File: src/hw/rtl/pfp_pkg.sv
// ----------------------------------------------------------------------------
// Page fit placement package
// Shared widths, register indexes, mode bits and the configuration record.
// ----------------------------------------------------------------------------
package pfp_pkg;

  localparam int PTS_W      = 20;
  localparam int DPI_W      = 13;
  localparam int BND_W      = 16;
  localparam int POS_W      = 17;
  localparam int MODE_W     = 5;
  localparam int CFG_IDX_W  = 3;
  localparam int CFG_DATA_W = 16;

  localparam logic [CFG_IDX_W-1:0] REG_DPI_H = 3'd0;
  localparam logic [CFG_IDX_W-1:0] REG_DPI_V = 3'd1;
  localparam logic [CFG_IDX_W-1:0] REG_LEFT  = 3'd2;
  localparam logic [CFG_IDX_W-1:0] REG_TOP   = 3'd3;
  localparam logic [CFG_IDX_W-1:0] REG_WIDE  = 3'd4;
  localparam logic [CFG_IDX_W-1:0] REG_TALL  = 3'd5;
  localparam logic [CFG_IDX_W-1:0] REG_MODE  = 3'd6;

  localparam int MODE_AUTOROT = 0;
  localparam int MODE_FIT     = 1;
  localparam int MODE_STRETCH = 2;
  localparam int MODE_KEEP    = 3;
  localparam int MODE_CENTER  = 4;

  localparam logic [DPI_W-1:0] DPI_RESET  = 13'd72;
  localparam logic [BND_W-1:0] SIZE_RESET = 16'd1;

  // 1152 units per inch = 128 * 9: a shift by 7, then a reciprocal of 9.
  localparam int                UNITS_SHIFT = 7;
  localparam int                RECIP_W     = 27;
  localparam int                RECIP_SHIFT = 30;
  localparam logic [RECIP_W-1:0] RECIP_9    = 27'd119304648;

  typedef struct packed {
    logic [DPI_W-1:0]        dpi_h;
    logic [DPI_W-1:0]        dpi_v;
    logic signed [BND_W-1:0] left;
    logic signed [BND_W-1:0] top;
    logic [BND_W-1:0]        wide;
    logic [BND_W-1:0]        tall;
    logic [MODE_W-1:0]       mode;
  } cfg_t;

  function automatic logic [DPI_W-1:0] dpi_max(input cfg_t c);
    return (c.dpi_h > c.dpi_v) ? c.dpi_h : c.dpi_v;
  endfunction

endpackage

File: src/hw/rtl/pfp_div.sv
// ----------------------------------------------------------------------------
// Pipelined restoring divider
// Two quotient bits per stage; the numerator must be below den * 2^QW.
// ----------------------------------------------------------------------------
module pfp_div #(
  parameter int NW = 32,
  parameter int DW = 16,
  parameter int QW = 16,
  parameter int TW = 1
) (
  input  logic          clk,
  input  logic          rst,
  input  logic          in_valid,
  output logic          in_ready,
  input  logic [NW-1:0] num,
  input  logic [DW-1:0] den,
  input  logic [TW-1:0] tag,
  output logic          out_valid,
  input  logic          out_ready,
  output logic [QW-1:0] quo,
  output logic [TW-1:0] tag_out
);

  localparam int STAGES = (QW + 1) / 2;

  logic          v   [1:STAGES];
  logic          rdy [1:STAGES+1];
  logic [DW-1:0] rem [1:STAGES];
  logic [QW-1:0] lo  [1:STAGES];
  logic [QW-1:0] qa  [1:STAGES];
  logic [DW-1:0] dv  [1:STAGES];
  logic [TW-1:0] tg  [1:STAGES];

  assign rdy[STAGES+1] = out_ready;
  assign in_ready      = rdy[1];

  for (genvar s = 1; s <= STAGES; s++) begin : g_stage
    logic          p_v;
    logic [DW-1:0] p_rem;
    logic [QW-1:0] p_lo;
    logic [QW-1:0] p_q;
    logic [DW-1:0] p_d;
    logic [TW-1:0] p_tg;
    logic [DW-1:0] r;
    logic [QW-1:0] l;
    logic [QW-1:0] q;
    logic [DW:0]   t;

    if (s == 1) begin : g_first
      assign p_v   = in_valid;
      assign p_rem = DW'(num[NW-1:QW]);
      assign p_lo  = num[QW-1:0];
      assign p_q   = '0;
      assign p_d   = den;
      assign p_tg  = tag;
    end else begin : g_next
      assign p_v   = v[s-1];
      assign p_rem = rem[s-1];
      assign p_lo  = lo[s-1];
      assign p_q   = qa[s-1];
      assign p_d   = dv[s-1];
      assign p_tg  = tg[s-1];
    end

    assign rdy[s] = !v[s] || rdy[s+1];

    always_comb begin
      r = p_rem;
      l = p_lo;
      q = p_q;
      t = '0;
      for (int j = 0; j < 2; j++) begin
        if ((s - 1) * 2 + j < QW) begin
          t = {r, l[QW-1]};
          l = l << 1;
          if (t >= {1'b0, p_d}) begin
            t = t - {1'b0, p_d};
            q = {q[QW-2:0], 1'b1};
          end else begin
            q = {q[QW-2:0], 1'b0};
          end
          r = t[DW-1:0];
        end
      end
    end

    always_ff @(posedge clk) begin
      if (rst) begin
        v[s] <= 1'b0;
      end else if (rdy[s]) begin
        v[s] <= p_v;
      end
    end

    always_ff @(posedge clk) begin
      if (rdy[s]) begin
        rem[s] <= r;
        lo[s]  <= l;
        qa[s]  <= q;
        dv[s]  <= p_d;
        tg[s]  <= p_tg;
      end
    end
  end

  assign out_valid = v[STAGES];
  assign quo       = qa[STAGES];
  assign tag_out   = tg[STAGES];

endmodule

File: src/hw/rtl/pfp_aspect.sv
// ----------------------------------------------------------------------------
// Orientation, scale decision and keep-aspect quotient
// Swaps the page, cross-multiplies against the bounds and divides.
// ----------------------------------------------------------------------------
module pfp_aspect #(
  parameter int SIZE_BITS = 16,
  localparam int VW = (SIZE_BITS > pfp_pkg::BND_W) ? SIZE_BITS : pfp_pkg::BND_W
) (
  input  logic                 clk,
  input  logic                 rst,
  input  pfp_pkg::cfg_t        cfg,
  input  logic                 in_valid,
  output logic                 in_ready,
  input  logic [SIZE_BITS-1:0] width_px,
  input  logic [SIZE_BITS-1:0] height_px,
  output logic                 out_valid,
  input  logic                 out_ready,
  output logic [VW-1:0]        fit_w,
  output logic [VW-1:0]        fit_h,
  output logic                 rot
);

  localparam int XW = SIZE_BITS + pfp_pkg::BND_W;

  typedef struct packed {
    logic                 rot;
    logic                 scale;
    logic                 wide;
    logic                 zero;
    logic [SIZE_BITS-1:0] pw;
    logic [SIZE_BITS-1:0] ph;
  } atag_t;

  logic                 v4, v5, v6, v7;
  logic                 r4, r5, r6, r7;
  logic                 div_ready, div_valid;
  logic                 rot_c, big_c, small_c, scale_c;
  logic [SIZE_BITS-1:0] pw_c, ph_c;
  logic [SIZE_BITS-1:0] pw4, ph4, pw5, ph5;
  logic                 rot4, scale4, rot5, scale5;
  logic [XW-1:0]        a5, b5, num6;
  logic [SIZE_BITS-1:0] den6;
  atag_t                tag6, dtag;
  logic                 wide_c;
  logic [pfp_pkg::BND_W-1:0] quo;
  logic [VW-1:0]        wc, hc;

  always_comb begin
    rot_c   = cfg.mode[pfp_pkg::MODE_AUTOROT] &&
              ((cfg.wide > cfg.tall) != (width_px > height_px));
    pw_c    = rot_c ? height_px : width_px;
    ph_c    = rot_c ? width_px : height_px;
    big_c   = (VW'(pw_c) > VW'(cfg.wide)) || (VW'(ph_c) > VW'(cfg.tall));
    small_c = (VW'(pw_c) < VW'(cfg.wide)) || (VW'(ph_c) < VW'(cfg.tall));
    scale_c = (cfg.mode[pfp_pkg::MODE_FIT] && big_c) ||
              (cfg.mode[pfp_pkg::MODE_STRETCH] && small_c);
    wide_c  = a5 > b5;
  end

  assign r7       = !v7 || out_ready;
  assign r6       = !v6 || div_ready;
  assign r5       = !v5 || r6;
  assign r4       = !v4 || r5;
  assign in_ready = r4;

  always_ff @(posedge clk) begin
    if (rst) begin
      v4 <= 1'b0;
      v5 <= 1'b0;
      v6 <= 1'b0;
      v7 <= 1'b0;
    end else begin
      if (r4) begin
        v4 <= in_valid;
      end
      if (r5) begin
        v5 <= v4;
      end
      if (r6) begin
        v6 <= v5;
      end
      if (r7) begin
        v7 <= div_valid;
      end
    end
  end

  always_ff @(posedge clk) begin
    if (r4) begin
      pw4    <= pw_c;
      ph4    <= ph_c;
      rot4   <= rot_c;
      scale4 <= scale_c;
    end
    if (r5) begin
      a5     <= XW'(pw4) * XW'(cfg.tall);
      b5     <= XW'(ph4) * XW'(cfg.wide);
      pw5    <= pw4;
      ph5    <= ph4;
      rot5   <= rot4;
      scale5 <= scale4;
    end
    if (r6) begin
      num6       <= wide_c ? b5 : a5;
      den6       <= wide_c ? pw5 : ph5;
      tag6.rot   <= rot5;
      tag6.scale <= scale5;
      tag6.wide  <= wide_c;
      tag6.zero  <= (ph5 == '0);
      tag6.pw    <= pw5;
      tag6.ph    <= ph5;
    end
  end

  pfp_div #(
    .NW (XW),
    .DW (SIZE_BITS),
    .QW (pfp_pkg::BND_W),
    .TW ($bits(atag_t))
  ) u_div (
    .clk       (clk),
    .rst       (rst),
    .in_valid  (v6),
    .in_ready  (div_ready),
    .num       (num6),
    .den       (den6),
    .tag       (tag6),
    .out_valid (div_valid),
    .out_ready (r7),
    .quo       (quo),
    .tag_out   (dtag)
  );

  always_comb begin
    if (!dtag.scale) begin
      wc = VW'(dtag.pw);
      hc = VW'(dtag.ph);
    end else begin
      wc = VW'(cfg.wide);
      hc = VW'(cfg.tall);
      if (cfg.mode[pfp_pkg::MODE_KEEP]) begin
        if (dtag.wide) begin
          hc = VW'(quo);
        end else if (dtag.zero) begin
          wc = '0;
        end else begin
          wc = VW'(quo);
        end
      end
    end
  end

  always_ff @(posedge clk) begin
    if (r7) begin
      fit_w <= wc;
      fit_h <= hc;
      rot   <= dtag.rot;
    end
  end

  assign out_valid = v7;

endmodule

File: config.mk
export PLATFORM = sky130hd
export DESIGN_NAME = pfp_aspect
export DESIGN_NICKNAME = d
export VERILOG_FILES = /design/src/hw/rtl/pfp_pkg.sv /design/src/hw/rtl/pfp_div.sv /design/src/hw/rtl/pfp_aspect.sv
export SDC_FILE = /design/constraint.sdc
export NUM_CORES = 2
export LEC_CHECK = 0
export ABC_AREA = 0
export BUFFER_PORTS_ARGS = -buffer_cell sky130_fd_sc_hd__buf_2
export CORE_UTILIZATION = 58
export DETAILED_ROUTE_END_ITERATION = 6
export PLACE_DENSITY = 0.78
export SETUP_SLACK_MARGIN = 0.15
export SYNTH_ARGS = -nofsm -noshare
export SYNTH_HDL_FRONTEND = slang
export SYNTH_SLANG_ARGS = --single-unit
File: constraint.sdc
create_clock -name clk -period 7.35 [get_ports clk]
set_input_delay 0.735 -clock clk [delete_from_list [all_inputs] [get_ports clk]]
set_output_delay 0.735 -clock clk [all_outputs]
set_load 0.05 [all_outputs]
Word-level counts from Yosys, hierarchy flattened
Memory sizes are Yosys's and may differ from the RTL's.
Index checks and enable logic that the tools add are counted.
Widths: inputs -> output; s select.
{"block": "totals", "reg_bits": 253, "ram_bits": 792, "in_bits": 131, "elab_cells": 197, "memories": 6}
{"block": "classes", "addsub": 16, "n_mul": 2, "magnitude_cmp": 23, "eq_ne": 1, "n_mux": 85, "bitwise_logic": 8, "n_reduce_logical": 31}
{"name": "u_div.tg", "words": 8, "width": 36, "rd": 8, "rd_ports_with_merged_regs": 0, "wr": 8, "line": "pfp_div.sv:32", "text": "logic [TW-1:0] tg [1:STAGES];"}
{"name": "u_div.dv", "words": 8, "width": 16, "rd": 7, "rd_ports_with_merged_regs": 0, "wr": 8, "line": "pfp_div.sv:31", "text": "logic [DW-1:0] dv [1:STAGES];"}
{"name": "u_div.qa", "words": 8, "width": 16, "rd": 8, "rd_ports_with_merged_regs": 0, "wr": 8, "line": "pfp_div.sv:30", "text": "logic [QW-1:0] qa [1:STAGES];"}
{"name": "u_div.rem", "words": 8, "width": 16, "rd": 7, "rd_ports_with_merged_regs": 0, "wr": 8, "line": "pfp_div.sv:28", "text": "logic [DW-1:0] rem [1:STAGES];"}
{"name": "u_div.lo", "words": 8, "width": 14, "rd": 7, "rd_ports_with_merged_regs": 0, "wr": 8, "line": "pfp_div.sv:29", "text": "logic [QW-1:0] lo [1:STAGES];"}
{"name": "u_div.v", "words": 8, "width": 1, "rd": 8, "rd_ports_with_merged_regs": 0, "wr": 8, "line": "pfp_div.sv:26", "text": "logic v [1:STAGES];"}
{"operator": "$mux 16", "count": 26}
{"operator": "$ge 17x16->1", "count": 16}
{"operator": "$sub 16x16->16", "count": 16}
{"operator": "$gt 16x16->1", "count": 4}
{"operator": "$mul 16x16->32", "count": 2}
{"operator": "$mux 1", "count": 58}
{"operator": "$gt 32x32->1", "count": 1}
{"operator": "$lt 16x16->1", "count": 2}
{"operator": "$mux 32", "count": 1}
{"operator": "$logic_not 16->1", "count": 1}
{"operator": "$logic_or 1x1->1", "count": 15}
{"operator": "$logic_not 1->1", "count": 12}
{"operator": "$or 1x1->1", "count": 8}
{"operator": "$logic_and 1x1->1", "count": 3}
{"operator": "$ne 1x1->1", "count": 1}

Depth between registers and ports, before layout
{"block": "logic_depth", "depth_word": 14, "ltp_mapped": 25, "depth_no_buf": 23}

Hierarchy
A second synthesis with hierarchy kept.
{"block": "hier_totals", "hier_cells": 5523, "hier_area_um2": 63292.0}
{"mod": "pfp_div", "instances": 1, "cells_per_inst": 2741, "area_per_inst_um2": 34541.9}
{"mod": "pfp_aspect", "instances": 1, "cells_per_inst": 2782, "area_per_inst_um2": 28750.1}

Worst setup path after synthesis
Ideal clock, no wire load.
{"block": "synth_path", "kind": "input to register", "from": "input out_ready", "to": "register a5[0] (enable)", "setup_time_ns": 1.168, "arrival_time_ns": 5.817, "t_required_ns": 6.182, "slack_ns": 0.365, "cell_stages": 9, "cell_sequence": "nor2b_1 -> inv_1 -> nor2_1 -> inv_1 -> nor2_1 -> and3_1 -> and2_1 -> clkbuf_1 -> nand3_1"}
{"item": "from (decl)", "line": "pfp_aspect.sv:17", "text": "input logic out_ready,"}
{"item": "to (signal assigned)", "line": "pfp_aspect.sv:96", "text": "a5 <= XW'(pw4) * XW'(cfg.tall);"}
{"item": "to (decl)", "line": "pfp_aspect.sv:41", "text": "logic [XW-1:0] a5, b5, num6;"}

Final worst setup path
{"block": "layout_path", "from": "register pw4[3]", "to": "register a5[28], data pin"}
{"block": "layout_via", "elab_chain_len": 1}
{"item": "from (decl)", "line": "pfp_aspect.sv:39", "text": "logic [SIZE_BITS-1:0] pw4, ph4, pw5, ph5;"}
{"item": "from (signal assigned)", "line": "pfp_aspect.sv:90", "text": "pw4 <= pw_c;"}
{"item": "$mul 16x16->32", "line": "pfp_aspect.sv:96"}
Every way passes these cells.
A chain may end at the register's enable or synchronous reset.

==> results.py <==
metrics = {
    "outcome": {
        "status": "finished with violations",
        "violations": "design-rule violations",
    },
    "clock_tree": {
        "cts-root-buf": "clkbuf_16",
        "clock_latency_ns": 0.70,
        "clock_sinks": 901,
        "clkTransAtPathRegs_ns": 0.07,
        "h-tree-depth": 3,
        "cts_resized": 0,
        "cts_buffers": 90,
        "postCtsSetupBuffers": 0,
        "clockBufferDepth": 3,
        "cts_tree": "yes",
        "cts_hold_buf": 0,
    },
    "synth": {
        "synth_top_flop_cell": "edfxtp_1",
        "synth_cell_type_count": 84,
        "syn_area_um2": 62000,
        "synth.avg_cell_area_um2": 11.6,
        "synth-seq-cells": 901,
        "synthCells": 5333,
        "synth_area_leaders": "edfxtp_1, fa_1, ha_1, inv_1, mux2_2",
        "synth-edff-count": 897,
        "synth_top_area_cell": "edfxtp_1",
        "synth-async-reset-ratio_pct": 0,
        "syn-num-nets": 6427,
        "yosys_warnings": 0,
        "yosysSeqAreaShare_pct": 43.6,
        "synth_top_area_share_pct": 43.4,
    },
    "routing": {
        "antenna_left": 0,
        "drt_wl_total_mm": 145,
        "wl_per_cell_um": 20.8,
        "post-route-drc-count": 11,
        "dr_total_vias": 40800,
        "first_pass_iters": 7,
        "dr.first_iter.drc_count": 3514,
        "vias_per_cell": 5.87,
    },
    "worst_setup_path": {
        "cp_max_fo": 9,
        "path_cells": "and2_1 > fa_1 > inv_1 > fa_1 > inv_1 > ha_1 > fa_1 > fa_1 > inv_1 > fa_1 > inv_1 > ha_1 > and2_1 > a221o_1 > o31a_1 > o311ai_0 > buf_4 > o21ai_0 > a211oi_1 > buf_4 > o21bai_1 > a21oi_1 > xnor2_1",
        "end_kind": "flip-flop",
        "critPathSlowestCell": "edfxtp_1",
        "required_ns": 7.80,
        "worstPathArrival_ns": 7.38,
        "crit_type": "reg2reg",
        "start_kind": "flip-flop",
        "crit_top_cell": "fa_1",
        "cpPeakStageDelay_ns": 0.61,
    },
    "floorplanning": {
        "io-pin-count": 166,
        "die_x_um": 329,
        "coreArea_um2": 106000,
        "core.rowCount": 119,
        "start_util_pct": 58.7,
        "fp.dieH_um": 329,
        "die-area_um2": 108000,
    },
    "timing": {
        "min_period_ns": 6.93,
        "min_period_over_period_pct": 94.3,
        "worst_pin_slew_ns": 1.23,
        "timing.setup.tns_ns": 0,
        "grt_setup_unrepaired": "no",
        "slew_headroom_pct": 18.3,
        "finalMaxSlewViolations": 0,
        "setup_viol": 0,
        "max_freq_mhz": 144,
        "final-hold-violation-count": 0,
        "clock_skew_ns": 0.0580,
    },
    "global_routing": {
        "antenna_found_initial": 4,
        "grt_pass1_vias": 41600,
        "gr-usage-met2_pct": 45.3,
        "grt_max_degree": 79,
        "grt_util_all_layers_pct": 27.4,
        "grt-ovfl-total": 0,
        "grt.busiest_layer": "met2",
        "grt_pass1_wl_mm": 229,
        "use_met1_pct": 36.8,
        "met3_usage_pct": 4.20,
    },
    "placement": {
        "numPortBuffers": 106,
        "place_congestion": 0.936,
        "dpl.hpwl_mm": 110,
    },
    "cells_and_area": {
        "multi_input_area_um2": 31700,
        "fillers": 7798,
        "regArea_um2": 27000,
        "drive_gt1_share_pct": 10.8,
        "area_growth_pct": 8.90,
        "layout_commonest_cell": "edfxtp_1",
        "nNetsFinal": 6589,
        "final_cell_mix": "edfxtp_1, inv_1, ha_1, nand2_1, fa_1",
    },
    "run": {
        "cap_viol_max_count": 0,
    },
    "worst_hold_path": {
        "hp-class": "in2reg",
    },
}
routing by layer:
layer	vias up	part of all wire, %	routed length [µm]
met1	20100	41	59700
met5	-	0.020	29
met3	298	7.5	10900
met2	1590	47	68600
met4	4	3.9	5590
li1	18800	-	-
worst paths after layout:
path | slack, ns | endpoint | startpoint | cells after the start
worst max-delay path | 0.42 | a5[28] | pw4[3] | 23
worst min-delay path | 0.28 | v4 | in_valid | 3
worst max register to register | 0.42 | a5[28] | pw4[3] | 23
worst min register to register | 0.39 | u_div.tg[0][101] | u_div.tg[0][65] | 0
critical path, delay by kind of cell (launching register included):
kind                       cells  cell delay (ns)
adders and majority gates      7             3.07
xor gates and xnor gates       1             0.10
AOI/OAI and AO/OA              7             1.79
and+or+nand+nor                2             0.48
DFF                            1             0.61
buffers and inverters          6             0.58
area by class of cell:
type                       instances  share of cell area, %
clock inverter                    56                  0.962
sequential                       901                   40.0
timing repair buffer             198                   1.83
tap                             1391                   2.58
clock buffer                     105                   3.46
antenna                            1                0.00371
inverter                         750                   4.18
multi-input combinational       3554                   47.0
cells by family after synthesis:
logic type	count (synthesis)	synth area share (%)
fa+ha+maj	963	24.3
xor+xnor	232	3.28
flops	901	43.6
compound gates	867	9.09
simple gates	1236	9.70
buf+inv	878	5.39
mux	256	4.67
stage by stage:
stage          util (%)  cell area (µm²)  instances  hold WS (ns)  worst slack [ns]
2_1_floorplan         -            62000       5333         0.400             0.365
3_3_place_gp       61.1            64500       6787         0.400             0.184
3_5_place_dp       61.1            64500       6787         0.405             0.176
4_1_cts            63.9            67500       6948         0.249             0.334
5_1_grt            64.0            67500       6955         0.267             0.164
6_report           64.0            67500       6956         0.275             0.422
synth_stat cells (13+ instances only):
cell type / number
ha_1: 560
o21bai_1: 38
a21oi_1: 272
o31ai_1: 20
nand2_1: 464
edfxtp_1: 897
clkbuf_1: 112
nor2_1: 204
o21a_1: 55
or2_2: 13
inv_1: 748
mux2i_1: 36
a211oi_1: 23
nand3_1: 39
nand2b_1: 33
mux2_2: 193
xor2_1: 80
fa_1: 403
nor3b_1: 21
nor2b_1: 37
o21ai_0: 196
xnor2_1: 152
o31a_1: 14
mux2_4: 15
and2_1: 261
nor3_1: 50
nand4_1: 54
and3_1: 18
a31oi_1: 17
a21o_1: 102
sequential cells by signal (all words and copies together), names as in the netlist, 32 cells and up:
signal,flops
u_div.tg,288
u_div.dv,112
u_div.qa,72
a5,32
tag6,36
u_div.rem,112
u_div.lo,56
b5,32
num6,32
Power is not shown: default switching activity piles up to over one toggle a cycle in this logic, so the estimate is an artifact.
