--- src/hw/rtl/pfp_pkg.sv ---
// ----------------------------------------------------------------------------
// Page fit placement package
// Shared widths, register indexes, mode bits and the configuration record.
// ----------------------------------------------------------------------------
package pfp_pkg;

  localparam int PTS_W      = 20;
  localparam int DPI_W      = 13;
  localparam int BND_W      = 16;
  localparam int POS_W      = 17;
  localparam int MODE_W     = 5;
  localparam int CFG_IDX_W  = 3;
  localparam int CFG_DATA_W = 16;

  localparam logic [CFG_IDX_W-1:0] REG_DPI_H = 3'd0;
  localparam logic [CFG_IDX_W-1:0] REG_DPI_V = 3'd1;
  localparam logic [CFG_IDX_W-1:0] REG_LEFT  = 3'd2;
  localparam logic [CFG_IDX_W-1:0] REG_TOP   = 3'd3;
  localparam logic [CFG_IDX_W-1:0] REG_WIDE  = 3'd4;
  localparam logic [CFG_IDX_W-1:0] REG_TALL  = 3'd5;
  localparam logic [CFG_IDX_W-1:0] REG_MODE  = 3'd6;

  localparam int MODE_AUTOROT = 0;
  localparam int MODE_FIT     = 1;
  localparam int MODE_STRETCH = 2;
  localparam int MODE_KEEP    = 3;
  localparam int MODE_CENTER  = 4;

  localparam logic [DPI_W-1:0] DPI_RESET  = 13'd72;
  localparam logic [BND_W-1:0] SIZE_RESET = 16'd1;

  // 1152 units per inch = 128 * 9: a shift by 7, then a reciprocal of 9.
  localparam int                UNITS_SHIFT = 7;
  localparam int                RECIP_W     = 27;
  localparam int                RECIP_SHIFT = 30;
  localparam logic [RECIP_W-1:0] RECIP_9    = 27'd119304648;

  typedef struct packed {
    logic [DPI_W-1:0]        dpi_h;
    logic [DPI_W-1:0]        dpi_v;
    logic signed [BND_W-1:0] left;
    logic signed [BND_W-1:0] top;
    logic [BND_W-1:0]        wide;
    logic [BND_W-1:0]        tall;
    logic [MODE_W-1:0]       mode;
  } cfg_t;

  function automatic logic [DPI_W-1:0] dpi_max(input cfg_t c);
    return (c.dpi_h > c.dpi_v) ? c.dpi_h : c.dpi_v;
  endfunction

endpackage

--- src/hw/rtl/pfp_div.sv ---
// ----------------------------------------------------------------------------
// Pipelined restoring divider
// Two quotient bits per stage; the numerator must be below den * 2^QW.
// ----------------------------------------------------------------------------
module pfp_div #(
  parameter int NW = 32,
  parameter int DW = 16,
  parameter int QW = 16,
  parameter int TW = 1
) (
  input  logic          clk,
  input  logic          rst,
  input  logic          in_valid,
  output logic          in_ready,
  input  logic [NW-1:0] num,
  input  logic [DW-1:0] den,
  input  logic [TW-1:0] tag,
  output logic          out_valid,
  input  logic          out_ready,
  output logic [QW-1:0] quo,
  output logic [TW-1:0] tag_out
);

  localparam int STAGES = (QW + 1) / 2;

  logic          v   [1:STAGES];
  logic          rdy [1:STAGES+1];
  logic [DW-1:0] rem [1:STAGES];
  logic [QW-1:0] lo  [1:STAGES];
  logic [QW-1:0] qa  [1:STAGES];
  logic [DW-1:0] dv  [1:STAGES];
  logic [TW-1:0] tg  [1:STAGES];

  assign rdy[STAGES+1] = out_ready;
  assign in_ready      = rdy[1];

  for (genvar s = 1; s <= STAGES; s++) begin : g_stage
    logic          p_v;
    logic [DW-1:0] p_rem;
    logic [QW-1:0] p_lo;
    logic [QW-1:0] p_q;
    logic [DW-1:0] p_d;
    logic [TW-1:0] p_tg;
    logic [DW-1:0] r;
    logic [QW-1:0] l;
    logic [QW-1:0] q;
    logic [DW:0]   t;

    if (s == 1) begin : g_first
      assign p_v   = in_valid;
      assign p_rem = DW'(num[NW-1:QW]);
      assign p_lo  = num[QW-1:0];
      assign p_q   = '0;
      assign p_d   = den;
      assign p_tg  = tag;
    end else begin : g_next
      assign p_v   = v[s-1];
      assign p_rem = rem[s-1];
      assign p_lo  = lo[s-1];
      assign p_q   = qa[s-1];
      assign p_d   = dv[s-1];
      assign p_tg  = tg[s-1];
    end

    assign rdy[s] = !v[s] || rdy[s+1];

    always_comb begin
      r = p_rem;
      l = p_lo;
      q = p_q;
      t = '0;
      for (int j = 0; j < 2; j++) begin
        if ((s - 1) * 2 + j < QW) begin
          t = {r, l[QW-1]};
          l = l << 1;
          if (t >= {1'b0, p_d}) begin
            t = t - {1'b0, p_d};
            q = {q[QW-2:0], 1'b1};
          end else begin
            q = {q[QW-2:0], 1'b0};
          end
          r = t[DW-1:0];
        end
      end
    end

    always_ff @(posedge clk) begin
      if (rst) begin
        v[s] <= 1'b0;
      end else if (rdy[s]) begin
        v[s] <= p_v;
      end
    end

    always_ff @(posedge clk) begin
      if (rdy[s]) begin
        rem[s] <= r;
        lo[s]  <= l;
        qa[s]  <= q;
        dv[s]  <= p_d;
        tg[s]  <= p_tg;
      end
    end
  end

  assign out_valid = v[STAGES];
  assign quo       = qa[STAGES];
  assign tag_out   = tg[STAGES];

endmodule

--- src/hw/rtl/pfp_place.sv ---
// ----------------------------------------------------------------------------
// Resolution rescale and centering
// Rescales the lower-dpi axis of size and bounds, then centers in center mode.
// ----------------------------------------------------------------------------
module pfp_place #(
  parameter int SIZE_BITS = 16,
  localparam int VW = (SIZE_BITS > pfp_pkg::BND_W) ? SIZE_BITS : pfp_pkg::BND_W
) (
  input  logic                      clk,
  input  logic                      rst,
  input  pfp_pkg::cfg_t             cfg,
  input  logic                      in_valid,
  output logic                      in_ready,
  input  logic [VW-1:0]             fit_w,
  input  logic [VW-1:0]             fit_h,
  input  logic                      rot,
  output logic                      out_valid,
  input  logic                      out_ready,
  output logic [pfp_pkg::POS_W-1:0] dest_left,
  output logic [pfp_pkg::POS_W-1:0] dest_top,
  output logic [pfp_pkg::BND_W-1:0] dest_width,
  output logic [pfp_pkg::BND_W-1:0] dest_height,
  output logic                      rotated
);

  localparam int NW = VW + pfp_pkg::DPI_W;

  typedef struct packed {
    logic [VW-1:0] w;
    logic [VW-1:0] h;
  } ptag_t;

  logic                      v1, r1, vo, ro;
  logic                      va, vb, ra, rb;
  logic                      small_x, needs;
  logic [pfp_pkg::DPI_W-1:0] ds, db, den1;
  logic [NW-1:0]             na, nb;
  ptag_t                     tag1, tag_a;
  logic                      rot1, rot_b;
  logic [VW-1:0]             qa, qb;
  logic [VW-1:0]             wf, hf, rw, rh;
  logic signed [31:0]        dx, dy, left_c, top_c;

  assign small_x  = cfg.dpi_h < cfg.dpi_v;
  assign needs    = cfg.dpi_h != cfg.dpi_v;
  assign ds       = small_x ? cfg.dpi_h : cfg.dpi_v;
  assign db       = small_x ? cfg.dpi_v : cfg.dpi_h;

  assign ro       = !vo || out_ready;
  assign r1       = !v1 || (ra && rb);
  assign in_ready = r1;

  always_ff @(posedge clk) begin
    if (rst) begin
      v1 <= 1'b0;
      vo <= 1'b0;
    end else begin
      if (r1) begin
        v1 <= in_valid;
      end
      if (ro) begin
        vo <= va && vb;
      end
    end
  end

  always_ff @(posedge clk) begin
    if (r1) begin
      na     <= NW'(small_x ? fit_w : fit_h) * NW'(ds);
      nb     <= NW'(small_x ? VW'(cfg.wide) : VW'(cfg.tall)) * NW'(ds);
      den1   <= db;
      tag1.w <= fit_w;
      tag1.h <= fit_h;
      rot1   <= rot;
    end
  end

  pfp_div #(
    .NW (NW),
    .DW (pfp_pkg::DPI_W),
    .QW (VW),
    .TW ($bits(ptag_t))
  ) u_div_size (
    .clk       (clk),
    .rst       (rst),
    .in_valid  (v1),
    .in_ready  (ra),
    .num       (na),
    .den       (den1),
    .tag       (tag1),
    .out_valid (va),
    .out_ready (ro),
    .quo       (qa),
    .tag_out   (tag_a)
  );

  pfp_div #(
    .NW (NW),
    .DW (pfp_pkg::DPI_W),
    .QW (VW),
    .TW (1)
  ) u_div_bounds (
    .clk       (clk),
    .rst       (rst),
    .in_valid  (v1),
    .in_ready  (rb),
    .num       (nb),
    .den       (den1),
    .tag       (rot1),
    .out_valid (vb),
    .out_ready (ro),
    .quo       (qb),
    .tag_out   (rot_b)
  );

  always_comb begin
    wf = (needs && small_x) ? qa : tag_a.w;
    hf = (needs && !small_x) ? qa : tag_a.h;
    rw = (needs && small_x) ? qb : VW'(cfg.wide);
    rh = (needs && !small_x) ? qb : VW'(cfg.tall);
    dx = $signed(32'(rw)) - $signed(32'(wf));
    dy = $signed(32'(rh)) - $signed(32'(hf));
    left_c = 32'(cfg.left);
    top_c  = 32'(cfg.top);
    if (cfg.mode[pfp_pkg::MODE_CENTER]) begin
      left_c = left_c + ((dx + $signed(32'(dx[31]))) >>> 1);
      top_c  = top_c + ((dy + $signed(32'(dy[31]))) >>> 1);
    end
  end

  always_ff @(posedge clk) begin
    if (ro) begin
      dest_left   <= left_c[pfp_pkg::POS_W-1:0];
      dest_top    <= top_c[pfp_pkg::POS_W-1:0];
      dest_width  <= wf[pfp_pkg::BND_W-1:0];
      dest_height <= hf[pfp_pkg::BND_W-1:0];
      rotated     <= rot_b;
    end
  end

  assign out_valid = vo;

endmodule

--- config.mk ---
export PLATFORM = sky130hd
export DESIGN_NAME = pfp_place
export DESIGN_NICKNAME = d
export VERILOG_FILES = /design/src/hw/rtl/pfp_pkg.sv /design/src/hw/rtl/pfp_div.sv /design/src/hw/rtl/pfp_place.sv
export SDC_FILE = /design/constraint.sdc
export NUM_CORES = 2
export LEC_CHECK = 0
export ABC_AREA = 1
export BUFFER_PORTS_ARGS = -buffer_cell sky130_fd_sc_hd__buf_2
export CELL_PAD_IN_SITES_DETAIL_PLACEMENT = 1
export CELL_PAD_IN_SITES_GLOBAL_PLACEMENT = 1
export CORE_MARGIN = 5
export CORE_UTILIZATION = 40
export CTS_BUF_LIST = sky130_fd_sc_hd__clkbuf_4 sky130_fd_sc_hd__clkbuf_8
export DETAILED_ROUTE_END_ITERATION = 12
export GPL_TIMING_DRIVEN = 0
export PLACE_DENSITY_LB_ADDON = 0.15
export SLEW_MARGIN = 20
export SYNTH_ARGS = -nofsm -noshare
export SYNTH_HDL_FRONTEND = slang
export SYNTH_SLANG_ARGS = --single-unit
--- constraint.sdc ---
create_clock -name clk -period 35.8 [get_ports clk]
set_clock_uncertainty 0.15 [all_clocks]
set_input_delay 1.79 -clock clk [delete_from_list [all_inputs] [get_ports clk]]
set_output_delay 1.79 -clock clk [all_outputs]
set_load 0.1 [all_outputs]
After elaboration in Yosys (flattened, before gate mapping):

Memory sizes are Yosys's and may differ from the RTL's. A register that Yosys moved wholly into a read port is not among the register bits.
Cells that the tools add are included.

* memories kept: 12
* bits in writable memories: 1176
* bits of input ports: 132
* output and inout bits: 69
* bits in registers: 172
* logic and storage cells: 311

Memories
* u_div_size.tg: words 8, bits a word 32, rd ports 8, clocked after memory_dff 0, wr ports 8, RTL line pfp_div.sv:32 `logic [TW-1:0] tg [1:STAGES];`
* u_div_bounds.qa: words 8, bits a word 16, rd ports 8, clocked after memory_dff 0, wr ports 8, RTL line pfp_div.sv:30 `logic [QW-1:0] qa [1:STAGES];`
* u_div_size.qa: words 8, bits a word 16, rd ports 8, clocked after memory_dff 0, wr ports 8, RTL line pfp_div.sv:30
* u_div_bounds.lo: words 8, bits a word 14, rd ports 7, clocked after memory_dff 0, wr ports 8, RTL line pfp_div.sv:29 `logic [QW-1:0] lo [1:STAGES];`
* u_div_size.lo: words 8, bits a word 14, rd ports 7, clocked after memory_dff 0, wr ports 8, RTL line pfp_div.sv:29
* u_div_bounds.dv: words 8, bits a word 13, rd ports 7, clocked after memory_dff 0, wr ports 8, RTL line pfp_div.sv:31 `logic [DW-1:0] dv [1:STAGES];`
* 6 more memories

* bitwise operators: 16
* equality and inequality tests: 1
* add/subtract/negate cells: 38
* mux-type cells: 156
* multipliers: 2
* reduce and logical (&&, ||, !) cells: 41
* order comparisons: 33

Operators with widths (number)
* >= comparator 14 x 13 -> 1 bit: 32
* 2-to-1 mux 13 bit: 34
* subtractor 13 bit: 32
* 2-to-1 mux 1 bit: 114
* 2-to-1 mux 16 bit: 6
* multiplier 16 x 13 -> 29 bit: 2
* adder 17 x 2 -> 18 bit: 2
* adder 16 x 17 -> 17 bit: 2
* 2-to-1 mux 17 bit: 2
* subtractor 16 x 16 -> 17 bit: 2
* logical NOT 1 bit: 19
* logical OR 1 bit: 18
* bitwise OR 1 bit: 16
* < comparator 13 bit: 1
* inequality test 13 bit: 1
* logical AND 1 bit: 4

Logic depth before layout (Yosys ltp):

* depth in word-level cells: 14
* mapped depth: 41

By module:

From an unflattened synthesis, not the netlist that was laid out.

* cells, all modules: 9165
* area, all modules: 79685.2 um2

Modules (own cells, without submodules)
* pfp_div (u_div_size): area an instance 30962.2 um2, seq. area each 17236.5 um2, instances 1, cells an instance 3123
* pfp_place: area an instance 25024.0 um2, seq. area each 5175.0 um2, instances 1, cells an instance 3167
* pfp_div (u_div_bounds): area an instance 23699.0 um2, seq. area each 9789.4 um2, instances 1, cells an instance 2875

Least setup slack after synthesis:

No wires, ideal clock.

* kind: input-to-output
* start: input out_ready
* end: output in_ready
* arrival time: 13620 ps
* buffers on the path: 0
* path slack: 20240 ps
* data required time: 33860 ps
* stages on the path: 12
* cell sequence: nor2_2 nand2_2 inv_2 nand2_2 inv_2 nand2_2 nor2_2 nand2_2 nor2_2 nand2_1 nor2_1 o21ai_1

RTL lines
* start, declared: RTL line pfp_place.sv:18 `input logic out_ready,`
* end, declared: RTL line pfp_place.sv:13 `output logic in_ready,`

Worst setup path after layout:

* start: input cfg[71] (netlist name)
* end: register nb[27] (data pin)

* word-level cells in the longest chain between the ends: 3
* elaborated cells between the ends (all ways): 4

RTL lines
* start, declared: RTL line pfp_place.sv:11 `input pfp_pkg::cfg_t cfg,`
* < comparator 13 bit: RTL line pfp_place.sv:44 `assign small_x = cfg.dpi_h < cfg.dpi_v;`
* 2-to-1 mux 16 bit / 2-to-1 mux 13 bit (equally long branches): RTL line pfp_place.sv:70, pfp_place.sv:46
* multiplier 16 x 13 -> 29 bit *: RTL line pfp_place.sv:70 `nb <= NW'(small_x ? VW'(cfg.wide) : VW'(cfg.tall)) * NW'(ds);`
* end signal, assigned: RTL line pfp_place.sv:70
* end, declared: RTL line pfp_place.sv:37 `logic [NW-1:0] na, nb;`

Every way passes the cells marked *; elsewhere a longest branch is shown, timed or not.
A chain may end at the register's enable or synchronous reset.

==> summary.txt <==
Clocking
  – Post-CTS sizing: 0
  – Clock Tree Buf Depth: 3
  – Clk_lat worst skew: 930 ps
  – Clock transition at path regs: 70 ps
  – Max H-tree Level: 4
  – CTS tree: built
  – Sink Count: 1,073
  – TritonCTS buffer count: between 150 and 200
  – Setup Fix Bufs, Post-CTS: 0
  – Root Driver: clkbuf_8
  – Cts hold-fix bufs: 0

Synth
  – Mapped Area: 0.0753 mm²
  – Primary FF master, synth: edfxtp_1
  – Post-synth EDFFs: 1,071
  – Synthesized area per cell: 9.35 µm²
  – Yosys top cell by area: edfxtp_1
  – Top cells by count, synth: 1,798 x nand2_1, 1,303 x inv_1, 1,071 x edfxtp_1
  – Yosys cell types: 63
  – Seq/Total Area, Yosys: 0.428
  – Synth top area cells: edfxtp_1 43%, ha_1 11%, fa_1 9.1%, nand2_1 9.0%, inv_1 6.5%
  – Post-synth top area share: 0.427
  – Synth async-reset ratio: 0
  – Cells after Synth: 8,053
  – Cell with the most instances after synthesis: nand2_1
  – Synth warn: 0
  – Syn_nets: 9,170
  – Synthesized flop and latch total: 1,073

Worst hold path
  – Endpoint, Worst Hold: u_div_size.tg[0][53]$_DFFE_PN_
  – Worst Hold Class: reg -> reg
  – Hold wc startpoint: tag1[21]$_DFFE_PP_
  – Hold path depth: 0

Layout
  – Final layout net count: 9,561
  – Area of the multi-input gates: 0.0372 mm²
  – Layout cells sized above 1: 0.0966
  – Reg area: between 0.03 and 0.04 mm²
  – Non-filler cells, final: 11,107
  – Post-Route Utilization: 0.446
  – Post-route design area: 0.0837 mm²
  – FILL cells: ~22,000
  – P&R area growth vs syn: 11.2%

Die
  – Row Count: 159
  – Chip width: 444 µm
  – Die ar.: 0.197 mm²
  – IO Pins: between 200 and 250
  – Initial Util: 0.401
  – Core area: about 0.19 mm²
  – Die H: 444 µm

Route
  – DRC violations left: 0
  – TritonRoute pass-1 iters: 5
  – Vias: 56,159
  – WL/cell: around 20 µm
  – DRT iter0 DRCs: 2,974
  – Vias/cell: approximately 5
  – Final antenna-violating net count: 0
  – Post-Route WL: 225,000 µm

Job
  – Max_cap viols: 0

Worst setup path
  – Reg2Reg Capture Point: dest_top[16]$_DFFE_PP_
  – Worst Setup End Kind: flop
  – R2R depth: 31
  – Critical path data required time: about 36,000 ps
  – Crit path kind: in -> reg
  – CP Max Fanout: 10
  – Startpoint types: primary input
  – CP max stage cell: o21ai_2
  – Cell repeated most along the worst path: fa_1
  – Worst reg2reg startpoint: u_div_size.qa[0][128]$_DFFE_PP_
  – CP peak stage delay: 900 ps
  – Worst EP arrival: 9590 ps
  – Register-to-Register Setup Slack: between 20,000 and 30,000 ps

Global route
  – First-pass GRT wire length: approximately 350,000 µm
  – Largest net degree at the start of global routing: 61
  – Number of global-route vias before repair: roughly 60,000
  – Initial antenna violation count: 54
  – GRT Total Usage: 0.228
  – Remaining global-route overflow: 0

STA
  – Worst slew pin tran: 1120 ps
  – Final slew viol count: 0
  – Max-slew headroom: 0.250
  – Final setup TNS: 0 ps
  – RSZ-0062 raised after global routing: false
  – Tcrit/Tclk final: 0.253
  – Setup violators final: 0
  – Min cycle time layout: between 9000 and 10,000 ps
  – Final hold vios: 0
  – Max Clock Freq: 110 MHz

Placed design
  – GP Congestion: between 0.9 and 1
  – Placed cell count: 10,760
  – I/O Buffers: 194
  – Placed inst area: 0.0799 mm²
  – DP HPWL: 190,000 µm

Status
  – Run status: completed
critical path, delay by kind of cell:
kind                     cells  cell delay, ps
AND/OR/NAND/NOR              9            1010
adder cells (fa/ha/maj)      7            3310
AO/OA/AOI/OAI                7            2310
buffers and inverters        8            1100
layout by cell type, fill, tap and decap left out, drive strengths merged, types with 13 or more instances in the layout:
master and count:
a21oi 473, xor2 226, buf 304, o21bai 23, nand3b 18, nand2 1840, nand4 67, ha 643
clkinv 88, nor3 62, xnor2 180, a21o 45, a31oi 54, o211ai 13, nor2 546, nand3 317
o2111ai 26, inv 1390, clkbuf 249, fa 342, edfxtp 1071, diode 24, o21ai 527
sequential cells by signal (all words and copies together) (netlist names), 32 cells and up:
register          flops
u_div_bounds.lo      56
tag1                 32
u_div_size.lo        56
u_div_size.rem       91
u_div_size.dv        91
u_div_bounds.qa      72
u_div_size.qa        72
u_div_bounds.rem     91
u_div_bounds.dv      91
u_div_size.tg       256
routing by layer:
layer / global-route usage / part of all wire / vias up
met1: 0.291 / 0.43 / 27366
met4: 0.0986 / 0.046 / 2
met3: 0.0290 / 0.037 / 383
li1: - / - / 27412
met5: 0 / 0.000053 / -
met2: 0.390 / 0.48 / 996
final cells by class:
cell class | instances | share of cell area
well taps | 2495 | 0.0373
plain buffers | 126 | 0.00866
repair buffers | 212 | 0.0170
diodes | 24 | 0.000718
inverters | 1383 | 0.0623
flip-flops and latches | 1073 | 0.385
clock inverters | 108 | 0.0121
clock buffers | 215 | 0.0325
multi-input cells | 5471 | 0.445
per-stage QoR:
step	setup slack (ps)	hold slack, ps
finish	26740	239
floorplan	20240	250
global placement	15250	251
detailed placement	25810	255
CTS	26120	237
global route	26530	244
cells by family (layout without fill, tap and decap cells):
group           after synthesis  count (layout)  synth area share
compound gates             1194            1194            0.0889
xor+xnor                    406             406            0.0472
fa+ha+maj                   985             985             0.198
buf+inv                    1509            2044            0.0788
flops                      1073            1073             0.428
mux                           4               4          0.000582
other cells                   0              24                 0
simple gates               2882            2882             0.159
worst max-delay path by stage:
stage / start / slack (ps) / to / cells past startpoint
2_1_floorplan: out_ready / 20240 / in_ready / 12
3_3_place_gp: out_ready / 15250 / in_ready / 14
3_5_place_dp: cfg[73] / 25810 / nb[27]$_DFFE_PP_ / 31
4_1_cts: out_ready / 26120 / in_ready / 18
5_1_grt: out_ready / 26530 / in_ready / 18
6_report: cfg[71] / 26740 / nb[27]$_DFFE_PP_ / 31
Power is not shown: default switching activity piles up to over one toggle a cycle in this logic, so the estimate is an artifact.
